### config.mk
export PLATFORM = sky130hd
export DESIGN_NAME = pcs_ctrl
export DESIGN_NICKNAME = d
export VERILOG_FILES = /design/src/pcs_pkg.sv /design/src/pcs_ctrl.sv
export VERILOG_INCLUDE_DIRS = /design/src /design/src/src
export SDC_FILE = /design/constraint.sdc
export NUM_CORES = 1
export LEC_CHECK = 0
export ABC_AREA = 1
export BUFFER_PORTS_ARGS = -buffer_cell sky130_fd_sc_hd__clkbuf_2
export CAP_MARGIN = 30
export CORE_MARGIN = 3
export CORE_UTILIZATION = 25
export DETAILED_ROUTE_END_ITERATION = 16
export HOLD_SLACK_MARGIN = 0.06
export PLACE_DENSITY = 0.5
export SETUP_SLACK_MARGIN = 0.15
export SLEW_MARGIN = 10
export SYNTH_ARGS = -nofsm -noshare
export SYNTH_HDL_FRONTEND = slang
export SYNTH_SLANG_ARGS = --single-unit
### constraint.sdc
create_clock -name aclk -period 2.6 [get_ports aclk]
set_clock_uncertainty 0.15 [all_clocks]
set_input_delay 0.39 -clock aclk [delete_from_list [all_inputs] [get_ports aclk]]
set_output_delay 0.39 -clock aclk [all_outputs]
set_load 0.01 [all_outputs]
### src/pc_selection_chisq_core_defines.svh
// ----------------------------------------------------------------------------
// pc_selection_chisq_core_defines : assertion macros
// Shared assertion forms for the PC selection statistic core.
// ----------------------------------------------------------------------------
`ifndef PC_SELECTION_CHISQ_CORE_DEFINES_SVH
`define PC_SELECTION_CHISQ_CORE_DEFINES_SVH

// Check a property on every clock edge outside reset
`define PCS_ASSERT(lbl, clk, rstn, prop, msg) \
    lbl: assert property (@(posedge clk) disable iff (!rstn) prop) else $error(msg);

// Check a property on every clock edge, reset included
`define PCS_ASSERT_ALWAYS(lbl, clk, prop, msg) \
    lbl: assert property (@(posedge clk) prop) else $error(msg);

`endif

### src/pcs_pkg.sv
// ----------------------------------------------------------------------------
// pcs_pkg : shared definitions
// Sizes, codes and controller/datapath interface types of the PC selection core.
// ----------------------------------------------------------------------------
package pcs_pkg;

    localparam int MAX_SAMPLES = 1024;
    localparam int MAX_PCS     = 16;

    localparam int ROW_W   = (MAX_SAMPLES > 1) ? $clog2(MAX_SAMPLES) : 1;
    localparam int PC_W    = (MAX_PCS > 1) ? $clog2(MAX_PCS) : 1;
    localparam int VADDR_W = $clog2(MAX_SAMPLES * MAX_PCS);

    // magnitude of N*vg - S*v1, split for the squaring steps
    localparam int M_W    = 45;
    localparam int M_LO_W = 22;
    localparam int M_HI_W = M_W - M_LO_W;
    localparam int PROD_W = 2 * M_HI_W;
    localparam int NUM_W  = 2 * M_W + 3;
    localparam int DEN_W  = 56;
    localparam int CNT_W  = $clog2(NUM_W);
    localparam int STAT_W = 48;

    localparam logic [STAT_W-1:0] STAT_MAX = '1;

    localparam logic [1:0] OP_VEC  = 2'd0;
    localparam logic [1:0] OP_EIG  = 2'd1;
    localparam logic [1:0] OP_GENO = 2'd2;
    localparam logic [1:0] OP_NONE = 2'd3;

    localparam logic [1:0] GENO_MISSING = 2'd3;

    localparam logic CFG_SAMPLES = 1'b0;
    localparam logic CFG_PCS     = 1'b1;

    localparam logic [10:0] SAMPLES_RST = 11'd1024;
    localparam logic [4:0]  PCS_RST     = 5'd10;

    typedef enum logic [3:0] {
        ST_IDLE,
        ST_ACC,
        ST_DRAIN,
        ST_RES_D,
        ST_RES_M,
        ST_SQ,
        ST_DIV,
        ST_OUT,
        ST_CLEAR
    } state_t;

    typedef struct packed {
        logic            tbl_wr_vec;
        logic            tbl_wr_eig;
        logic            sample_take;
        logic            rd_en;
        logic [PC_W-1:0] k;
        logic            pos_inc;
        logic            marker_clear;
        logic            res_load;
        logic            res_mag;
        logic            sq_en;
        logic [1:0]      sq_sel;
        logic            div_step;
        logic            out_load;
        logic            out_last;
    } cmd_t;

    typedef struct packed {
        logic            last_sample;
        logic            undef;
        logic            out_free;
        logic [PC_W-1:0] npc_last;
    } stat_t;

endpackage

### src/pcs_ctrl.sv
// ----------------------------------------------------------------------------
// pcs_ctrl : controller
// Sequences table writes, sample accumulation and the per-PC statistic loop.
// ----------------------------------------------------------------------------
`include "pc_selection_chisq_core_defines.svh"

module pcs_ctrl
    import pcs_pkg::*;
(
    input  logic       aclk,
    input  logic       aresetn,
    input  logic       s_tvalid,
    output logic       s_tready,
    input  logic [1:0] s_tuser,
    input  stat_t      sts,
    output cmd_t       cmd
);

    state_t           state_reg, state_next;
    logic [PC_W-1:0]  k_reg, k_next;
    logic [CNT_W-1:0] cnt_reg, cnt_next;
    logic             take;
    logic             k_last;

    assign take   = s_tvalid && (state_reg == ST_IDLE);
    assign k_last = k_reg == sts.npc_last;

    always_ff @(posedge aclk) begin
        if (!aresetn) begin
            state_reg <= ST_IDLE;
            k_reg     <= '0;
            cnt_reg   <= '0;
        end else begin
            state_reg <= state_next;
            k_reg     <= k_next;
            cnt_reg   <= cnt_next;
        end
    end

    // next state
    always_comb begin
        state_next = state_reg;
        k_next     = k_reg;
        cnt_next   = cnt_reg;
        case (state_reg)
            ST_IDLE: begin
                k_next = '0;
                if (take && s_tuser == OP_GENO) begin
                    state_next = ST_ACC;
                end
            end
            ST_ACC: begin
                if (k_last) begin
                    k_next     = '0;
                    state_next = ST_DRAIN;
                end else begin
                    k_next = k_reg + PC_W'(1);
                end
            end
            ST_DRAIN: begin
                state_next = sts.last_sample ? ST_RES_D : ST_IDLE;
            end
            ST_RES_D: begin
                state_next = ST_RES_M;
            end
            ST_RES_M: begin
                cnt_next   = '0;
                state_next = sts.undef ? ST_OUT : ST_SQ;
            end
            ST_SQ: begin
                if (cnt_reg == CNT_W'(2)) begin
                    cnt_next   = '0;
                    state_next = ST_DIV;
                end else begin
                    cnt_next = cnt_reg + CNT_W'(1);
                end
            end
            ST_DIV: begin
                if (cnt_reg == CNT_W'(NUM_W - 1)) begin
                    state_next = ST_OUT;
                end else begin
                    cnt_next = cnt_reg + CNT_W'(1);
                end
            end
            ST_OUT: begin
                if (sts.out_free) begin
                    if (k_last) begin
                        state_next = ST_CLEAR;
                    end else begin
                        k_next     = k_reg + PC_W'(1);
                        state_next = ST_RES_D;
                    end
                end
            end
            ST_CLEAR: begin
                state_next = ST_IDLE;
            end
            default: begin
                state_next = ST_IDLE;
            end
        endcase
    end

    // outputs
    always_comb begin
        cmd             = '0;
        cmd.k           = k_reg;
        cmd.sq_sel      = cnt_reg[1:0];
        cmd.tbl_wr_vec  = take && s_tuser == OP_VEC;
        cmd.tbl_wr_eig  = take && s_tuser == OP_EIG;
        cmd.sample_take = take && s_tuser == OP_GENO;
        case (state_reg)
            ST_ACC:   cmd.rd_en        = 1'b1;
            ST_DRAIN: cmd.pos_inc      = !sts.last_sample;
            ST_RES_D: cmd.res_load     = 1'b1;
            ST_RES_M: cmd.res_mag      = 1'b1;
            ST_SQ:    cmd.sq_en        = 1'b1;
            ST_DIV:   cmd.div_step     = 1'b1;
            ST_OUT: begin
                cmd.out_load = sts.out_free;
                cmd.out_last = sts.out_free && k_last;
            end
            ST_CLEAR: cmd.marker_clear = 1'b1;
            default: ;
        endcase
    end

    assign s_tready = state_reg == ST_IDLE;

    `PCS_ASSERT(a_take_idle, aclk, aresetn, cmd.sample_take |=> state_reg == ST_ACC, "sample not followed by accumulation")
    `PCS_ASSERT(a_load_free, aclk, aresetn, cmd.out_load |-> sts.out_free, "result loaded over a waiting word")
    `PCS_ASSERT(a_last_clear, aclk, aresetn, cmd.out_last |=> state_reg == ST_CLEAR, "final PC result without clearing")
    `PCS_ASSERT_ALWAYS(a_rd_busy, aclk, cmd.rd_en |-> !s_tready, "table read while accepting input")

endmodule
# Word level (Yosys, flattened, before mapping)
# Index checks and enable logic that the tools add are counted.
# word_totals
reg_bits,15
latch_bits,0
mem_bits_rw,0
mem_bits_ro,0
inputBits,12
output_inout_bits,19
elab_cells,62
n_memories,0
# op_classes
addsub,2
n_mul,0
div_mod_pow,0
n_lt_le_gt_ge,0
n_eq_ne,20
shifts,0
n_mux,24
bitwise,0
reduce_logical,13
# ops
cell,n
2-to-1 mux 4 bit,9
case mux 4 bit (8 select lines),1
case mux 7 bit (3 select lines),1
"equality test 4 x 3 -> 1 bit, second input constant",4
2-to-1 mux 7 bit,2
"!= test 2 bit, second input constant",6
case mux 4 bit (3 select lines),1
"equality test 4 x 2 -> 1 bit, second input constant",2
"adder 7 x 1 -> 7 bit, second input constant",1
"equality test 7 x 2 -> 1 bit, second input constant",1
"equality test 7 bit, second input constant",1
2-to-1 mux 1 bit,7
2-to-1 mux 2 bit,3
nonzero test 3 bit,2
logical AND 1 bit,5
AND reduction 5 bit,1
"adder 4 x 1 -> 4 bit, second input constant",1
"equality test 4 x 1 -> 1 bit, second input constant",1
equality test 4 bit,1
"equality test 4 bit, second input constant",1
logical NOT 4 bit,1
AND reduction 3 bit,1
"equality test 2 x 1 -> 1 bit, second input constant",1
"equality test 2 bit, second input constant",1
other kinds (4),4

# Logic depth before layout (Yosys ltp)
# Gate-level depths: netlist (run 1).
# logic_depth
ltp_word,5
depth_mapped,11
depth_no_buf,11

# Worst setup path after synthesis (run 1)
# No wires, ideal clock.
# synth_path
path_kind,register -> output
startpoint,reg state_reg[1]
endpoint,out cmd[16] (netlist name)
arrival_ns,1.100
required_time_ns,2.060
path_slack_ns,0.960
stages_incl_launch_ff,6
path_buffers,0
cell_sequence,dfxtp_1 -> inv_1 -> nand2_1 -> nor2_2 -> nand2_1 -> nor3_1
# synth_lines
item,line,source
"start, declared",pcs_ctrl.sv:19,"state_t state_reg, state_next;"
"start signal, assigned",pcs_ctrl.sv:34,state_reg <= state_next;
"end, declared",pcs_ctrl.sv:16,output cmd_t cmd

==> metrics, run 1 <==
Antenna Nets Post-Route 0; Post-DP Area between 1000 and 1500 µm²; critical register-to-register path endpoint cnt_reg[6]; die area 5360 µm²; hold buffers post-CTS 0; vias in the first global route 1029; Clk pwr share 30.6%; dpl cells 262; status complete, no violations; final setup violation count 0; min Tclk post-route between 1500 and 2000 ps; hold path cells 3; wire per inst between 9 and 10 µm; critical path startpoint state_reg[3]; Worst R2R Start cnt_reg[0]; Fillers 461; layout cells sized above 1 28.7%; CTS Root Cell clkbuf_8; Critical Path Fanout Max 5; area of the multi-input gates 688 µm²; Power per Cell Area 462 nW/µm²; Non-Filler Instances 266; Die Wd 73.2 µm; sequential-to-total area share from yosys stat 26.6%; fin area 1370 µm²; Lkg Pwr 0.684 nW; syn avg cell area 6.14 µm²; TritonCTS buffer count 3; Worst setup SP type flop; area grow syn2layout 21.6%; CP max stage cell dfxtp_1; TNS Setup 0 ps; Hold WC Path Type in2reg; initial antenna violation count 0; clock-pin slew on the worst setup and hold paths 70 ps; number of detailed-route iterations in the first pass 4; # DRC 0; Yosys reg bits 15; insertion delay to the later sink of the worst-skew pair between 200 and 300 ps; Iter 0 DRT Violations 60; Post-Syn Area 1130 µm²; most common cell after layout, fill and taps aside nand2_1; commonest non-fill, non-tap cells in the layout 49 x nand2_1, 30 x clkbuf_2, 26 x nor2_1; Worst Setup EP cmd[17]; global-route wire length before repair 4340 µm; Final Hold Viols 0; Max Clk Rate 0.517 GHz; I/O pins 31; RSZ-0062 raised after global routing false; Syn Nets 200; Slew headroom about four fifths; Synth cell types 28; slowest cell delay on critical path around 370 ps; Clock Sink Count 15; Std-Cell Rows 23; max FFs per register 7; reg2reg path depth 10; Post-Syn Instances 184; CP required 2060 ps; Vias/cell 4.36; H-tree depth 1; crit path DAT 1400 ps; Initial Util 27.1%; Worst IR Drop VDD 0.145 mV; clock tree buffer depth 2; core area 4170 µm²; GP Congestion between 0.7 and 0.8; Combinational Power Share between 20% and 30%; Sw Ratio roughly a third; Psw about 0.22 mW; worst slew pin tran about 280 ps; post-CTS sizing 0; CTS tree yes; DPL Wire Length roughly 2200 µm; GRT Total Usage 10.4%; Critical Path, Cell by Cell inv_2 -> nand2_2 -> nor2_2 -> nand2_1 -> nor3_1 -> clkbuf_2; Final Cycle Share 74.4%; final net count 233; Reg area roughly 300 µm²; Setup CP Type reg2out; Int Power 0.415 mW; crit end category output pin; GR Overflow Total 0; max cap viols 0; largest net degree at the start of global routing 10; Die H 73.2 µm; Reg power frac 40.5%; PortBufs 30; Detailed Route WL about 2600 µm; vias 1160; R2R Setup Slk 890 ps; Slew Limit Fails 0; number of setup buffers added after CTS 0; n_diodes 0; Synth Warn # 0
-- cells by family (layout without fill, tap and decap cells) --
logic type | after synthesis | after routing | share of synthesized area [%]
adders and majority gates | 4 | 4 | 4.43
and+or+nand+nor | 111 | 111 | 45.4
buffers and inverters | 35 | 67 | 12.5
DFF | 15 | 15 | 26.6
xor gates and xnor gates | 1 | 1 | 0.775
AOI/OAI and AO/OA | 18 | 18 | 10.3
-- Yosys cell counts --
master,count,area (µm²)
a21oi_1,4,20.0
a21oi_2,3,26.3
a31oi_1,1,6.26
buf_4,2,15.0
dfxtp_1,15,300
ha_1,4,50.1
inv_1,24,90.1
inv_2,8,30.0
inv_4,1,6.26
nand2_1,49,184
nand2_2,3,18.8
nand2_4,2,22.5
nand3_1,11,55.1
nand3_2,2,20.0
nand3b_1,1,7.51
nand4_1,1,6.26
nor2_1,26,97.6
nor2_2,5,31.3
nor2_4,2,22.5
nor3_1,7,35.0
nor4_1,1,6.26
o211ai_1,1,7.51
o21ai_0,5,25.0
o21ai_1,2,10.0
o21ai_2,1,8.76
o22ai_2,1,12.5
or2_0,1,6.26
xor2_1,1,8.76
-- critical path: cells and delay by family, from the launching register on --
family,cells,cell delay [ps]
AND/OR/NAND/NOR,4,500
flip-flops,1,370
buffers and inverters,2,280
-- metrics by stage --
stage	setup slack (ps)	hold WS, ps	utilization, %	total power [mW]
2_1_floorplan	960	328	-	0.387
5_1_grt	513	277	32.9	0.681
4_1_cts	649	247	32.9	0.640
3_3_place_gp	914	348	31.8	0.450
6_report	665	250	32.9	0.634
3_5_place_dp	901	360	31.8	0.444
-- routing by layer --
layer | vias up | track usage (%) | wire length, µm
met3 | 2 | 1.93 | 135
met5 | - | 0 | 0
met1 | 500 | 14.4 | 1390
met2 | 27 | 15.7 | 1070
li1 | 631 | - | -
met4 | 0 | 4.30 | 36
-- power groups by stage --
stage               clock [mW]  sequential [mW]  combinational, mW
CTS                      0.199            0.257              0.184
floorplan                    0            0.260              0.127
finish                   0.194            0.257              0.183
detailed placement           0            0.262              0.182
global route             0.215            0.260              0.206
global placement             0            0.263              0.187
-- worst min-delay path by stage --
stage	startpoint	end
global route	aresetn	k_reg[1]
global placement	cnt_reg[0]	cnt_reg[0]
detailed placement	cnt_reg[0]	cnt_reg[0]
floorplan	cnt_reg[0]	cnt_reg[0]
CTS	aresetn	k_reg[1]
finish	aresetn	k_reg[1]
-- area by class of cell --
class / instances / share of cell area, %
clock buffers: 3 / 3.01
clock inverters: 1 / 0.364
multi-input cells: 134 / 50.1
well taps: 50 / 4.55
repair buffers: 30 / 10.9
inverters: 33 / 9.20
flip-flops and latches: 15 / 21.9
No activity file was read; power rests on OpenSTA's default activity.
==> run 2: changes to the inputs <==
Settings changed: ABC_AREA 1 to 0, PLACE_DENSITY 0.5 to 0.52.
Clock period 2.6 ns to 1.6 ns, I/O delays scaled along.
==> metrics, run 2 <==
Synth Area in Simple Gates 35.3% (-10 points); Final WS setup -684 ps (-1350 ps); GR Overflow Total 0 (unchanged); Worst R2R Start cnt_reg[0]; top area cells in the synthesized netlist dfxtp_1 28%, xor2_1 7.4%, ha_1 4.7%; EDFF count, synth 0 (unchanged); Yosys reg bits 15 (unchanged); initial antenna violation count 0 (unchanged); Syn Nets 141 (-30%); clock-pin slew on the worst setup and hold paths 70 ps (about the same); fin area 1970 µm² (+43%); Worst Setup EP state_reg[0]; ys async rst share 0% (unchanged); Post-Syn Area 1070 µm² (-5.5%); share of the synthesized area in the top cell type 28.1% (+1.6 points); CTS Root Cell clkbuf_8; Max Clk Rate between 0.4 and 0.5 GHz; max FFs per register 7 (unchanged); main combinational cell family by area after synthesis simple AND/OR/NAND/NOR gates; DPL Wire Length 2360 µm (+9.0%); Critical Path Fanout Max 2 (-3); vias in the first global route 1151 (+12%); Non-Filler Instances 251 (-5.6%); worst hold slack 216 ps (-33.5 ps); Synth Area in Adders 4.69% (+0.26 points); Antenna Nets Post-Route 0 (unchanged); I/O pins 31 (unchanged); PortBufs 30 (unchanged); final net count 218 (-6.4%); reg2reg path depth 7 (-3); max cap viols 0 (unchanged); total power 0.863 mW (+36%); crit path DAT 2300 ps (+900 ps); Slew headroom 77.3% (-3.6 points); core area 4060 µm² (-2.8%); Post-synth top cells 15 x dfxtp_1, 13 x nor2_1, 9 x xor2_1, 7 x a21oi_1, 6 x nor3b_1; # DRC 0 (unchanged); Final Util 48.6% (+16 points); CTS tree yes; syn avg cell area 8.54 µm² (+39%); Final Hold Viols 0 (unchanged); compound-cell area share of the yosys netlist 14.2% (+3.9 points); number of detailed-route iterations in the first pass 4 (unchanged); TNS Setup -5590 ps (-5590 ps); most common cell after layout, fill and taps aside buf_4; Setup WS pre-CTS -671 ps (-1570 ps); Lkg Pwr 0.871 nW (+27%); n_diodes 0 (unchanged); Fillers 392 (-15%); Hold WC Path Type in2reg; CP required 1620 ps (-440 ps); RSZ-0062 raised after global routing true; Vias/cell 4.75 (+8.8%); Final Cycle Share 143%; Post-Syn Instances 125 (-32%); H-tree depth 1 (unchanged); Die H 71.3 µm (-2.6%); Slew Limit Fails 0 (unchanged); TritonCTS buffer count 3 (unchanged); Power per Cell Area 438 nW/µm² (-5.2%); area grow syn2layout 84.6%; dpl cells 231 (-12%); hold buffers post-CTS 0 (unchanged); post-synthesis mux area share 0% (unchanged); count leader, synth dfxtp_1; Setup CP Type reg2reg; GP Congestion 0.819 (+4.1%); crit end category flop; die area 5090 µm² (-5.1%); violated checks negative setup slack; Die Wd 71.3 µm (-2.6%); Synth Warn # 0 (unchanged); final setup violation count 25 (+25); wire per inst 13.2 µm (+33%); layout cells sized above 1 67.2% (+38 points); status finished, violations left; Iter 0 DRT Violations 38 (-37%); Std-Cell Rows 23 (unchanged); Initial Util 26.3% (-0.77 points); Detailed Route WL 3300 µm (+25%); Yosys top cell by area dfxtp_1; Worst IR Drop VDD 0.538 mV (+270%); vias 1191 (+2.7%); critical register-to-register path endpoint state_reg[0]; Clock Sink Count 15 (unchanged); insertion delay to the later sink of the worst-skew pair 250 ps (about the same); global-route wire length before repair 5220 µm (+20%); largest net degree at the start of global routing 11 (+1); Post-DP Area 1600 µm² (+21%); Post-Synth XOR/XNOR Area 10.7% (+9.9 points); prevailing post-synth register cell dfxtp_1; clock tree buffer depth 2 (unchanged); min Tclk post-route 2280 ps; Synth cell types 44 (+57%); R2R Setup Slk -680 ps (-1570 ps); sequential-to-total area share from yosys stat 28.1% (+1.6 points); critical path startpoint cnt_reg[0]; GRT Total Usage 12.7% (+2.3 points); Worst setup SP type flop; worst slew pin tran 341 ps (+56.5 ps); commonest non-fill, non-tap cells in the layout 39 x buf_4, 21 x clkbuf_2, 14 x buf_6
==> run 2: kinds of logic (layout without fill, tap and decap cells) <==
kind of cell               Yosys count  after routing
and+or+nand+nor                     58             58
AOI/OAI and AO/OA                   23             23
DFF                                 15             15
xor gates and xnor gates            13             13
buffers and inverters               12             88
adders and majority gates            4              4
==> run 2: worst min-delay path by stage <==
stage               startpoint            to  slack [ps]  cells after the start
finish                 aresetn  state_reg[1]         220                      3
global route           aresetn  state_reg[1]         220                      3
CTS                    aresetn  state_reg[0]         220                      3
detailed placement  cnt_reg[4]    cnt_reg[4]         430                      3
global placement    cnt_reg[4]    cnt_reg[4]         420                      3
floorplan             k_reg[1]      k_reg[1]         330                      2
==> run 2: what timing repair did <==
action	in CTS	in global routing
pin swaps	9	9
gates cloned	0	0
resized for setup	23	33
endpoints found under the setup margin	27	27
setup buffers	6	10
==> run 2: worst max-delay path: stages, from the launching register on <==
cell and delay [ps]:
dfxtp_2 320, inv_2 80, ha_4 130, or4b_1 420, o31a_1 270, nor2b_4 130, or4b_4 510, o31ai_1 190
==> run 2: area by class of cell <==
type / instances / area (µm²) / area share, %
Clock buffer: 3 / 41.3 / 2.10
Tap cell: 50 / 62.6 / 3.17
Sequential cell: 15 / 322 / 16.3
Timing Repair Buffer: 81 / 591 / 30.0
Multi-Input combinational cell: 98 / 938 / 47.6
Clock inverter: 1 / 5.00 / 0.254
Inverter: 3 / 11.3 / 0.571
==> run 2: power breakdown <==
| part | internal [mW] | switching, mW | total [mW] |
|---|---|---|---|
| Combinational | 0.0872 | 0.0826 | 0.170 |
| Sequential | 0.371 | 0.00360 | 0.375 |
| Clock | 0.173 | 0.145 | 0.318 |
==> run 2: per-layer routing <==
metal  share of wire (%)  wire, µm  track usage (%)  up-vias
li1                    -         -                -      600
met1                  42      1390             15.8      560
met2                  51      1690             21.0       25
met3                 5.3       174             3.79        6
met4                 1.5        50             3.97        0
met5                   0         0                0        -
